===== config.mk =====
export PLATFORM = sky130hd
export DESIGN_NAME = midi_message_framer_core
export DESIGN_NICKNAME = d
export VERILOG_FILES = /design/src/hdl/mmf_pkg.sv /design/src/hdl/mmf_front.sv /design/src/hdl/mmf_cmd_fifo.sv /design/src/hdl/mmf_back.sv /design/src/hdl/midi_message_framer_core.sv
export SDC_FILE = /design/constraint.sdc
export NUM_CORES = 1
export LEC_CHECK = 0
export ABC_CLOCK_PERIOD_IN_PS = 9720
export BUFFER_PORTS_ARGS = -buffer_cell sky130_fd_sc_hd__buf_2
export CAP_MARGIN = 0
export CORE_MARGIN = 2
export CORE_UTILIZATION = 50
export DETAILED_ROUTE_END_ITERATION = 8
export PLACE_DENSITY = 0.66
export SYNTH_ARGS = -nofsm -noshare
export SYNTH_HDL_FRONTEND = slang
export SYNTH_SLANG_ARGS = --single-unit

===== constraint.sdc =====
create_clock -name clk -period 9.72 [get_ports clk]
set_clock_uncertainty 0.2 [all_clocks]
set_input_delay 1.944 -clock clk [delete_from_list [all_inputs] [get_ports clk]]
set_output_delay 1.944 -clock clk [all_outputs]
set_load 0.01 [all_outputs]

===== src/hdl/mmf_pkg.sv =====
// Shared types and constants for the MIDI message framer.
`default_nettype none

package mmf_pkg;

  // Status byte codes
  localparam logic [7:0] ST_NOTE_OFF  = 8'h80;  // lowest status byte
  localparam logic [7:0] ST_PROG      = 8'hC0;
  localparam logic [7:0] ST_CHPRESS   = 8'hD0;
  localparam logic [7:0] ST_SYSEX     = 8'hF0;
  localparam logic [7:0] ST_MTC       = 8'hF1;
  localparam logic [7:0] ST_SPP       = 8'hF2;
  localparam logic [7:0] ST_SONG_SEL  = 8'hF3;
  localparam logic [7:0] ST_EOX       = 8'hF7;
  localparam logic [7:0] ST_CLOCK     = 8'hF8;  // lowest realtime byte

  // SysEx record size: default and largest supported
  localparam int SYSEX_CHUNK_DEF = 32;
  localparam int SYSEX_CHUNK_MAX = 64;

  // Most words emitted for one input byte
  localparam int MAX_RESULTS = 32;

  localparam int LEN_W = $clog2(SYSEX_CHUNK_MAX + 1);
  localparam int CNT_W = $clog2(MAX_RESULTS + 1);

  // Command queue depth (power of two)
  localparam int QDEPTH = 2;

  // One emit command: a sysex record from the buffer, then a short record
  typedef struct packed {
    logic [LEN_W-1:0] sx_len;   // sysex bytes to drain, 0 for none
    logic [1:0]       sh_len;   // short record bytes, 0 for none
    logic [CNT_W-1:0] total;    // words to emit, capped
    logic [7:0]       b0;
    logic [7:0]       b1;
    logic [7:0]       b2;
  } cmd_t;

endpackage

`default_nettype wire


===== src/hdl/mmf_front.sv =====
// Front end: accepts MIDI bytes, tracks parse state and issues emit commands.
`default_nettype none

module mmf_front #(
  parameter int SYSEX_CHUNK = mmf_pkg::SYSEX_CHUNK_DEF
) (
  input  wire                            clk,
  input  wire                            rst_n,
  input  wire                            in_valid,
  output logic                           in_stall,
  input  wire  [7:0]                     in_byte,
  output logic                           cmd_push,
  output mmf_pkg::cmd_t                  cmd,
  input  wire                            cmd_full,
  input  wire                            sx_done,
  output logic                           sx_we,
  output logic [$clog2(SYSEX_CHUNK)-1:0] sx_waddr,
  output logic [7:0]                     sx_wdata
);
  import mmf_pkg::*;

  localparam int AW = $clog2(SYSEX_CHUNK);
  localparam int FW = $clog2(SYSEX_CHUNK + 1);

  // Message length from its status byte
  function automatic logic [1:0] msg_len(input logic [7:0] s);
    logic [1:0] len;
    if (s < ST_SYSEX) begin
      if ((s & 8'hF0) == ST_PROG || (s & 8'hF0) == ST_CHPRESS) len = 2'd2;
      else len = 2'd3;
    end else if (s == ST_MTC || s == ST_SONG_SEL) begin
      len = 2'd2;
    end else if (s == ST_SPP) begin
      len = 2'd3;
    end else begin
      len = 2'd1;
    end
    return len;
  endfunction

  logic          in_sysex_r, in_sysex_nxt;
  logic [FW-1:0] sx_fill_r, sx_fill_nxt;
  logic [1:0]    sh_fill_r, sh_fill_nxt;
  logic [7:0]    rs_r, rs_nxt;
  logic [7:0]    sh0_r, sh0_nxt, sh1_r, sh1_nxt, sh2_r, sh2_nxt;
  logic          pend_r, pend_nxt;

  logic              acc;
  logic              do_short;
  logic              drop;
  logic [FW-1:0]     nf;
  logic [1:0]        f;
  logic [1:0]        want;
  logic [7:0]        s0;
  logic [LEN_W:0]    sum;

  // Hold off while a sysex drain reads the buffer or the queue is full
  assign in_stall = pend_r || cmd_full;
  assign acc      = in_valid && !in_stall;

  // Parse one byte
  always_comb begin
    in_sysex_nxt = in_sysex_r;
    sx_fill_nxt  = sx_fill_r;
    sh_fill_nxt  = sh_fill_r;
    rs_nxt       = rs_r;
    sh0_nxt      = sh0_r;
    sh1_nxt      = sh1_r;
    sh2_nxt      = sh2_r;
    cmd          = '0;
    sx_we        = 1'b0;
    sx_waddr     = sx_fill_r[AW-1:0];
    sx_wdata     = in_byte;
    do_short     = 1'b0;
    drop         = 1'b0;
    nf           = sx_fill_r;
    f            = sh_fill_r;
    s0           = sh0_r;
    want         = 2'd1;
    if (acc) begin
      if (in_byte >= ST_CLOCK) begin
        // realtime passes straight through
        cmd.sh_len = 2'd1;
        cmd.b0     = in_byte;
      end else if (in_byte == ST_SYSEX) begin
        // new sysex drops any unflushed buffer
        sh_fill_nxt  = 2'd0;
        rs_nxt       = 8'h00;
        in_sysex_nxt = 1'b1;
        sx_we        = 1'b1;
        sx_waddr     = '0;
        sx_fill_nxt  = FW'(1);
      end else begin
        do_short = 1'b1;
        if (in_sysex_r) begin
          if (in_byte == ST_EOX) begin
            if (sx_fill_r < FW'(SYSEX_CHUNK)) begin
              sx_we = 1'b1;
              nf    = sx_fill_r + FW'(1);
            end
            cmd.sx_len   = LEN_W'(nf);
            sx_fill_nxt  = '0;
            in_sysex_nxt = 1'b0;
            do_short     = 1'b0;
          end else if (in_byte[7]) begin
            // interrupting status: flush then parse it
            cmd.sx_len   = LEN_W'(sx_fill_r);
            sx_fill_nxt  = '0;
            in_sysex_nxt = 1'b0;
          end else begin
            if (sx_fill_r < FW'(SYSEX_CHUNK)) begin
              sx_we = 1'b1;
              nf    = sx_fill_r + FW'(1);
            end
            if (nf >= FW'(SYSEX_CHUNK)) begin
              cmd.sx_len  = LEN_W'(nf);
              sx_fill_nxt = '0;
            end else begin
              sx_fill_nxt = nf;
            end
            do_short = 1'b0;
          end
        end
        if (do_short) begin
          if (in_byte[7]) begin
            // status byte
            sh0_nxt     = in_byte;
            sh_fill_nxt = 2'd1;
            rs_nxt      = (in_byte < ST_SYSEX) ? in_byte : 8'h00;
            if (msg_len(in_byte) == 2'd1) begin
              cmd.sh_len  = 2'd1;
              cmd.b0      = in_byte;
              sh_fill_nxt = 2'd0;
            end
          end else begin
            // data byte, resume running status if no partial message
            if (f == 2'd0) begin
              if (rs_r == 8'h00) begin
                drop = 1'b1;
              end else begin
                s0 = rs_r;
                f  = 2'd1;
              end
            end
            if (!drop) begin
              sh0_nxt = s0;
              if (f == 2'd2) sh2_nxt = in_byte;
              else sh1_nxt = in_byte;
              f    = f + 2'd1;
              want = msg_len(s0);
              if (f >= want) begin
                cmd.sh_len  = want;
                cmd.b0      = s0;
                cmd.b1      = sh1_nxt;
                cmd.b2      = sh2_nxt;
                sh_fill_nxt = 2'd0;
              end else begin
                sh_fill_nxt = f;
              end
            end
          end
        end
      end
    end
    sum       = {1'b0, cmd.sx_len} + (LEN_W + 1)'(cmd.sh_len);
    cmd.total = (sum > (LEN_W + 1)'(MAX_RESULTS)) ? CNT_W'(MAX_RESULTS) : CNT_W'(sum);
    cmd_push  = acc && (sum != '0);
  end

  // Drain guard: set on a sysex command, cleared when the back end finishes it
  always_comb begin
    pend_nxt = pend_r;
    if (sx_done) pend_nxt = 1'b0;
    if (cmd_push && cmd.sx_len != '0) pend_nxt = 1'b1;
  end

  // Control state
  always_ff @(posedge clk) begin
    if (!rst_n) begin
      in_sysex_r <= 1'b0;
      sx_fill_r  <= '0;
      sh_fill_r  <= 2'd0;
      rs_r       <= 8'h00;
      pend_r     <= 1'b0;
    end else begin
      in_sysex_r <= in_sysex_nxt;
      sx_fill_r  <= sx_fill_nxt;
      sh_fill_r  <= sh_fill_nxt;
      rs_r       <= rs_nxt;
      pend_r     <= pend_nxt;
    end
  end

  // Short message bytes
  always_ff @(posedge clk) begin
    sh0_r <= sh0_nxt;
    sh1_r <= sh1_nxt;
    sh2_r <= sh2_nxt;
  end

endmodule

`default_nettype wire


===== src/hdl/mmf_cmd_fifo.sv =====
// Small command queue between the front and back ends.
`default_nettype none

module mmf_cmd_fifo (
  input  wire           clk,
  input  wire           rst_n,
  input  wire           push,
  input  mmf_pkg::cmd_t din,
  output logic          full,
  input  wire           pop,
  output mmf_pkg::cmd_t dout,
  output logic          empty
);
  import mmf_pkg::*;

  localparam int PW = $clog2(QDEPTH);

  cmd_t          slot_r [QDEPTH];
  logic [PW-1:0] wp_r, rp_r;
  logic [PW:0]   cnt_r;

  assign full  = (cnt_r == (PW + 1)'(QDEPTH));
  assign empty = (cnt_r == '0);
  assign dout  = slot_r[rp_r];

  // Pointers and count
  always_ff @(posedge clk) begin
    if (!rst_n) begin
      wp_r  <= '0;
      rp_r  <= '0;
      cnt_r <= '0;
    end else begin
      if (push) wp_r <= wp_r + PW'(1);
      if (pop)  rp_r <= rp_r + PW'(1);
      if (push && !pop)      cnt_r <= cnt_r + (PW + 1)'(1);
      else if (pop && !push) cnt_r <= cnt_r - (PW + 1)'(1);
    end
  end

  // Storage
  always_ff @(posedge clk) begin
    if (push) slot_r[wp_r] <= din;
  end

endmodule

`default_nettype wire


===== src/hdl/mmf_back.sv =====
// Back end: holds the sysex buffer and emits command records as output words.
`default_nettype none

module mmf_back #(
  parameter int SYSEX_CHUNK = mmf_pkg::SYSEX_CHUNK_DEF
) (
  input  wire                            clk,
  input  wire                            rst_n,
  input  wire                            cmd_empty,
  input  mmf_pkg::cmd_t                  cmd,
  output logic                           cmd_pop,
  input  wire                            sx_we,
  input  wire  [$clog2(SYSEX_CHUNK)-1:0] sx_waddr,
  input  wire  [7:0]                     sx_wdata,
  output logic                           sx_done,
  output logic                           out_valid,
  input  wire                            out_stall,
  output logic [7:0]                     out_byte,
  output logic                           out_record_last,
  output logic                           out_run_last
);
  import mmf_pkg::*;

  localparam int AW = $clog2(SYSEX_CHUNK);

  typedef enum logic [1:0] {B_IDLE, B_SXRD, B_SXOUT, B_SH} state_t;

  state_t           state_r;
  cmd_t             cur_r;
  logic [CNT_W-1:0] k_r;
  logic [AW-1:0]    idx_r;
  logic [1:0]       j_r;
  logic [7:0]       mem [SYSEX_CHUNK];
  logic [7:0]       rd_data_r;
  logic             out_valid_r, rec_r, run_r, sx_done_r;
  logic [7:0]       out_byte_r;

  logic       out_free;
  logic       emit;
  logic       k_last, idx_last, j_last;
  logic [7:0] sh_byte;

  assign out_free = !out_valid_r || !out_stall;
  assign emit     = out_free && (state_r == B_SXOUT || state_r == B_SH);
  assign cmd_pop  = (state_r == B_IDLE) && !cmd_empty;
  assign k_last   = (k_r == cur_r.total - CNT_W'(1));
  assign idx_last = (LEN_W'(idx_r) == cur_r.sx_len - LEN_W'(1));
  assign j_last   = (j_r == cur_r.sh_len - 2'd1);

  // Short record byte select
  always_comb begin
    case (j_r)
      2'd0:    sh_byte = cur_r.b0;
      2'd1:    sh_byte = cur_r.b1;
      default: sh_byte = cur_r.b2;
    endcase
  end

  // SysEx buffer, registered read
  always_ff @(posedge clk) begin
    if (sx_we) mem[sx_waddr] <= sx_wdata;
    rd_data_r <= mem[idx_r];
  end

  // Emit sequencer and output register
  always_ff @(posedge clk) begin
    if (!rst_n) begin
      state_r     <= B_IDLE;
      out_valid_r <= 1'b0;
      sx_done_r   <= 1'b0;
    end else begin
      // done pulses with the last word of a command that drained the buffer
      sx_done_r <= emit && k_last && (cur_r.sx_len != '0);
      if (emit) out_valid_r <= 1'b1;
      else if (!out_stall) out_valid_r <= 1'b0;
      unique case (state_r)
        B_IDLE: begin
          if (!cmd_empty) begin
            cur_r   <= cmd;
            k_r     <= '0;
            idx_r   <= '0;
            j_r     <= 2'd0;
            state_r <= (cmd.sx_len != '0) ? B_SXRD : B_SH;
          end
        end
        B_SXRD: begin
          state_r <= B_SXOUT;
        end
        B_SXOUT: begin
          if (out_free) begin
            out_byte_r  <= rd_data_r;
            rec_r       <= idx_last;
            run_r       <= k_last;
            k_r         <= k_r + CNT_W'(1);
            idx_r       <= idx_r + AW'(1);
            if (k_last) begin
              state_r <= B_IDLE;
            end else if (idx_last) begin
              state_r <= B_SH;
            end else begin
              state_r <= B_SXRD;
            end
          end
        end
        B_SH: begin
          if (out_free) begin
            out_byte_r  <= sh_byte;
            rec_r       <= j_last;
            run_r       <= k_last;
            k_r         <= k_r + CNT_W'(1);
            j_r         <= j_r + 2'd1;
            if (k_last) begin
              state_r <= B_IDLE;
            end
          end
        end
        default: state_r <= B_IDLE;
      endcase
    end
  end

  assign out_valid       = out_valid_r;
  assign out_byte        = out_byte_r;
  assign out_record_last = rec_r;
  assign out_run_last    = run_r;
  assign sx_done         = sx_done_r;

endmodule

`default_nettype wire


===== src/hdl/midi_message_framer_core.sv =====
// Top level of the MIDI message framer: front end, command queue, back end.
// A one-byte or short message is queued, loaded by the back end, then registered out.
// Throughput: one input byte per cycle while the queue has room; words leave one per
// cycle within a short record unless the output stalls; the back end idles between
// commands; a buffer read precedes each sysex word. Input stalls while sysex drains.
// Reset: synchronous, clears parse state, queue and output; buffer needs no clearing.
`default_nettype none

module midi_message_framer_core #(
  parameter int SYSEX_CHUNK = mmf_pkg::SYSEX_CHUNK_DEF
) (
  input  wire        clk,
  input  wire        rst_n,
  input  wire        in_valid,
  output logic       in_stall,
  input  wire  [7:0] in_byte,
  output logic       out_valid,
  input  wire        out_stall,
  output logic [7:0] out_byte,
  output logic       out_record_last,
  output logic       out_run_last
);
  import mmf_pkg::*;

  localparam int AW = $clog2(SYSEX_CHUNK);

  cmd_t          push_cmd, pop_cmd;
  logic          cmd_push, cmd_pop, cmd_full, cmd_empty;
  logic          sx_done, sx_we;
  logic [AW-1:0] sx_waddr;
  logic [7:0]    sx_wdata;

  mmf_front #(.SYSEX_CHUNK(SYSEX_CHUNK)) u_front (
    .clk      (clk),
    .rst_n    (rst_n),
    .in_valid (in_valid),
    .in_stall (in_stall),
    .in_byte  (in_byte),
    .cmd_push (cmd_push),
    .cmd      (push_cmd),
    .cmd_full (cmd_full),
    .sx_done  (sx_done),
    .sx_we    (sx_we),
    .sx_waddr (sx_waddr),
    .sx_wdata (sx_wdata)
  );

  mmf_cmd_fifo u_fifo (
    .clk   (clk),
    .rst_n (rst_n),
    .push  (cmd_push),
    .din   (push_cmd),
    .full  (cmd_full),
    .pop   (cmd_pop),
    .dout  (pop_cmd),
    .empty (cmd_empty)
  );

  mmf_back #(.SYSEX_CHUNK(SYSEX_CHUNK)) u_back (
    .clk             (clk),
    .rst_n           (rst_n),
    .cmd_empty       (cmd_empty),
    .cmd             (pop_cmd),
    .cmd_pop         (cmd_pop),
    .sx_we           (sx_we),
    .sx_waddr        (sx_waddr),
    .sx_wdata        (sx_wdata),
    .sx_done         (sx_done),
    .out_valid       (out_valid),
    .out_stall       (out_stall),
    .out_byte        (out_byte),
    .out_record_last (out_record_last),
    .out_run_last    (out_run_last)
  );

endmodule

`default_nettype wire


==> results.cfg <==
[power_and_ir_drop]
switching_share = 0.263
leakage_nw = 6.83
seq_power_share = 0.485
combPwrFrac = 0.177
ir_drop_uv = 159
switchingPower_w = 0.00130
internal-power_w = 0.00364
powerDensity_nw_per_um2 = 236
clockPowerShare = 0.338

[clock_network]
cts.reportedPaths.clkPinSlew_ns = 0.06
root_buffer = clkbuf_16
numCtsBuffers = 46
h-tree-depth = 2
cts.sinks = 452
postCtsHoldBufs = 0
clk_latency_ns = 0.56
cts_buffer_depth = 3
postCtsSetupBuffers = 0
ctsResizeCount = 0
cts_tree = yes

[synthesis]
synth_top_area_share = 0.664
synth_cell_types = 76
syn_area_um2 = 18800
syn_inst = 1124
yosys_warnings = 0
async_flop_share = 0
synth_edf_count = 417
ys_seq_area_frac = 0.702
synthMostInstantiatedCell = edfxtp_1
synth_fp_nets = 1153
synthTopCellsByCount = 417 x edfxtp_1, 94 x nor2_1, 80 x mux4_2, 63 x mux2_2, 51 x nand2_1
synthFlopType = edfxtp_1
ys_ff_latch = 452
synth_top_area_cell = edfxtp_1
synthTopCellsByArea = edfxtp_1 66%, mux4_2 9.6%, mux2_2 3.8%
syn_avg_cell_area_um2 = 16.8

[routing]
first_pass_iters = 5
vias = 9881
viasPerCell = 5.81
drt_iter0_markers = 792
wirelength_um = 38800
ant_nets = 0
wl_per_cell_um = 22.8
drc = 0

[cells_and_area]
num_antenna_cells = 0
multi_input_area_um2 = 5310
seq_area_um2 = 13200
fill_cells = 2934
syn_to_final_growth_pct = 10.9
fin_nets = 1182
layout-drive-gt1-share = 0.228

[timing]
fin_crit_ns = 7.26
rsz0062_at_grt = false
setup-tns-final_ns = 0
max_clock_freq_mhz = 138
maxSlewHeadroom = 0.216
hold_violations = 0
worstMarginPinSlew_ns = 1.18
finalWorstSetupSlack_ns = 2.46
setup_viol = 0
finalMaxSlewViolations = 0
min_period_over_period = 0.747

[setup_path]
worstSetupEndpointType = register
path_class = in2reg
crit_required_ns = 9.69
crit_path_max_fanout = 54
worstSetupStartpointType = input port
cp_data_arrival_time_ns = 7.23

[floorplanning]
die_y_um = 198
io_pins = 24
rows = 71
die_w_um = 198
die_area_um2 = 39300
fp.coreArea_um2 = 37400
initial_core_util = 0.504

[place]
dp_hpwl_um = 23900
port_buffers = 23
pre_cts_slack_ns = 1.93
gp_congestion = 0.829

[global_routing]
grt_pass1_vias = 9944
grt_max_degree = 55
grt_pass1_wl_um = 59600
grt_antenna_before_repair = 0
overflow = 0
groute.usage.overall = 0.205

[status]
status = finished, final reports clean

[worst_hold_path]
min_path_type = reg2reg

[job]
drv_cap = 0
## layout make-up
cell class | count | area share
flip-flops and latches | 452 | 0.633
multi-input cells | 595 | 0.254
clock buffers | 67 | 0.0623
well taps | 511 | 0.0306
repair buffers | 35 | 0.00982
clock inverters | 18 | 0.00617
inverters | 23 | 0.00413
## per-stage QoR
stage          hold slack [ns]   util  instance area (um^2)  power [W]  std cells
5_1_grt                  0.283  0.559                 20900    0.00513       1701
6_report                 0.266  0.559                 20900    0.00493       1701
4_1_cts                  0.265  0.559                 20900    0.00497       1701
3_3_place_gp             0.251  0.520                 19500    0.00330       1616
3_5_place_dp             0.232  0.520                 19500    0.00331       1616
2_1_floorplan            0.198      -                 18800    0.00304       1124
## critical path: stages
cell,delay [ns]
buf_2,0.10
buf_4,0.28
and4_1,0.38
a21oi_1,0.78
and3_1,1.07
nand2_1,0.09
or2_1,0.28
fa_1,0.49
a2111oi_0,0.48
nand4b_1,0.15
nand3_1,0.11
nor4bb_4,0.44
nor2_4,0.07
and2_2,0.51
## logic make-up (layout without fill, tap and decap cells)
logic type               count (synthesis)  after routing  share of synthesized area
adder cells (fa/ha/maj)                 17             17                     0.0117
buffers and inverters                   77            143                     0.0173
multiplexers                           147            147                      0.135
XOR/XNOR                                24             24                     0.0116
flip-flops                             452            452                      0.702
AND/OR/NAND/NOR                        279            279                     0.0771
AO/OA/AOI/OAI                          128            128                     0.0453
## power by group through the flow
| stage | Combinational (W) | Clock [W] | Sequential, W |
|---|---|---|---|
| floorplan | 0.000662 | 0 | 0.00238 |
| global placement | 0.000868 | 0 | 0.00243 |
| detailed placement | 0.000876 | 0 | 0.00243 |
| CTS | 0.000882 | 0.00169 | 0.00239 |
| global route | 0.000958 | 0.00177 | 0.00240 |
| finish | 0.000874 | 0.00167 | 0.00239 |
## layer usage
layer  part of all wire  vias to the layer above  GRT usage
met5                  0                        -          0
met4              0.035                        0     0.0774
met3              0.047                       70     0.0290
met2               0.48                      265      0.328
met1               0.44                     5066      0.290
li1                   -                     4480          -
## registers in the layout, indices dropped and copies added (netlist names), 2 cells and up, named ones only
signal,count
u_front.sh1_r,8
u_front.sx_fill_r,6
u_front.sh_fill_r,2
u_back.cur_r,38
u_fifo.slot_r,76
u_back.rd_data_r,8
u_back.out_byte,8
u_front.rs_r,8
u_back.state_r,2
u_back.idx_r,5
u_front.sh0_r,8
u_back.j_r,2
u_back.k_r,6
u_front.sh2_r,8
u_back.mem,256
u_fifo.cnt_r,2
## cell usage in the layout, fill, tap and decap left out, types with 5 or more instances in the layout
cell         n
nand2_1     51
edfxtp_1   417
and3_1      24
a21oi_1     49
clkbuf_8     5
nand3_1     18
nand2b_1     6
nor2b_1     11
mux2_2      63
nor2_1      93
inv_1       21
a22o_1      12
mux4_2      80
buf_4       12
nor4_1       5
nand4_1     12
clkbuf_16   47
clkbuf_1    15
dfxtp_1     35
o211ai_1     5
nor3_1       8
clkinv_1    10
xor2_1      11
xnor2_1     12
ha_1        16
and2_1       9
o21ai_0     20
buf_2       23
## worst paths after layout
path,cells past startpoint,slack [ns],end,from
setup / recovery,14,2.46,u_fifo.slot_r[1][22]$_DFFE_PP_,in_byte[7]
hold / removal,1,0.27,u_front.pend_r$_SDFFE_PN0P_,u_back.sx_done$_SDFF_PN0_
setup reg to reg,21,3.06,u_fifo.slot_r[1][22]$_DFFE_PP_,u_front.rs_r[3]$_SDFFE_PN0P_
hold reg to reg,1,0.27,u_front.pend_r$_SDFFE_PN0P_,u_back.sx_done$_SDFF_PN0_
Note: power is estimated with default switching activity, not from simulation.
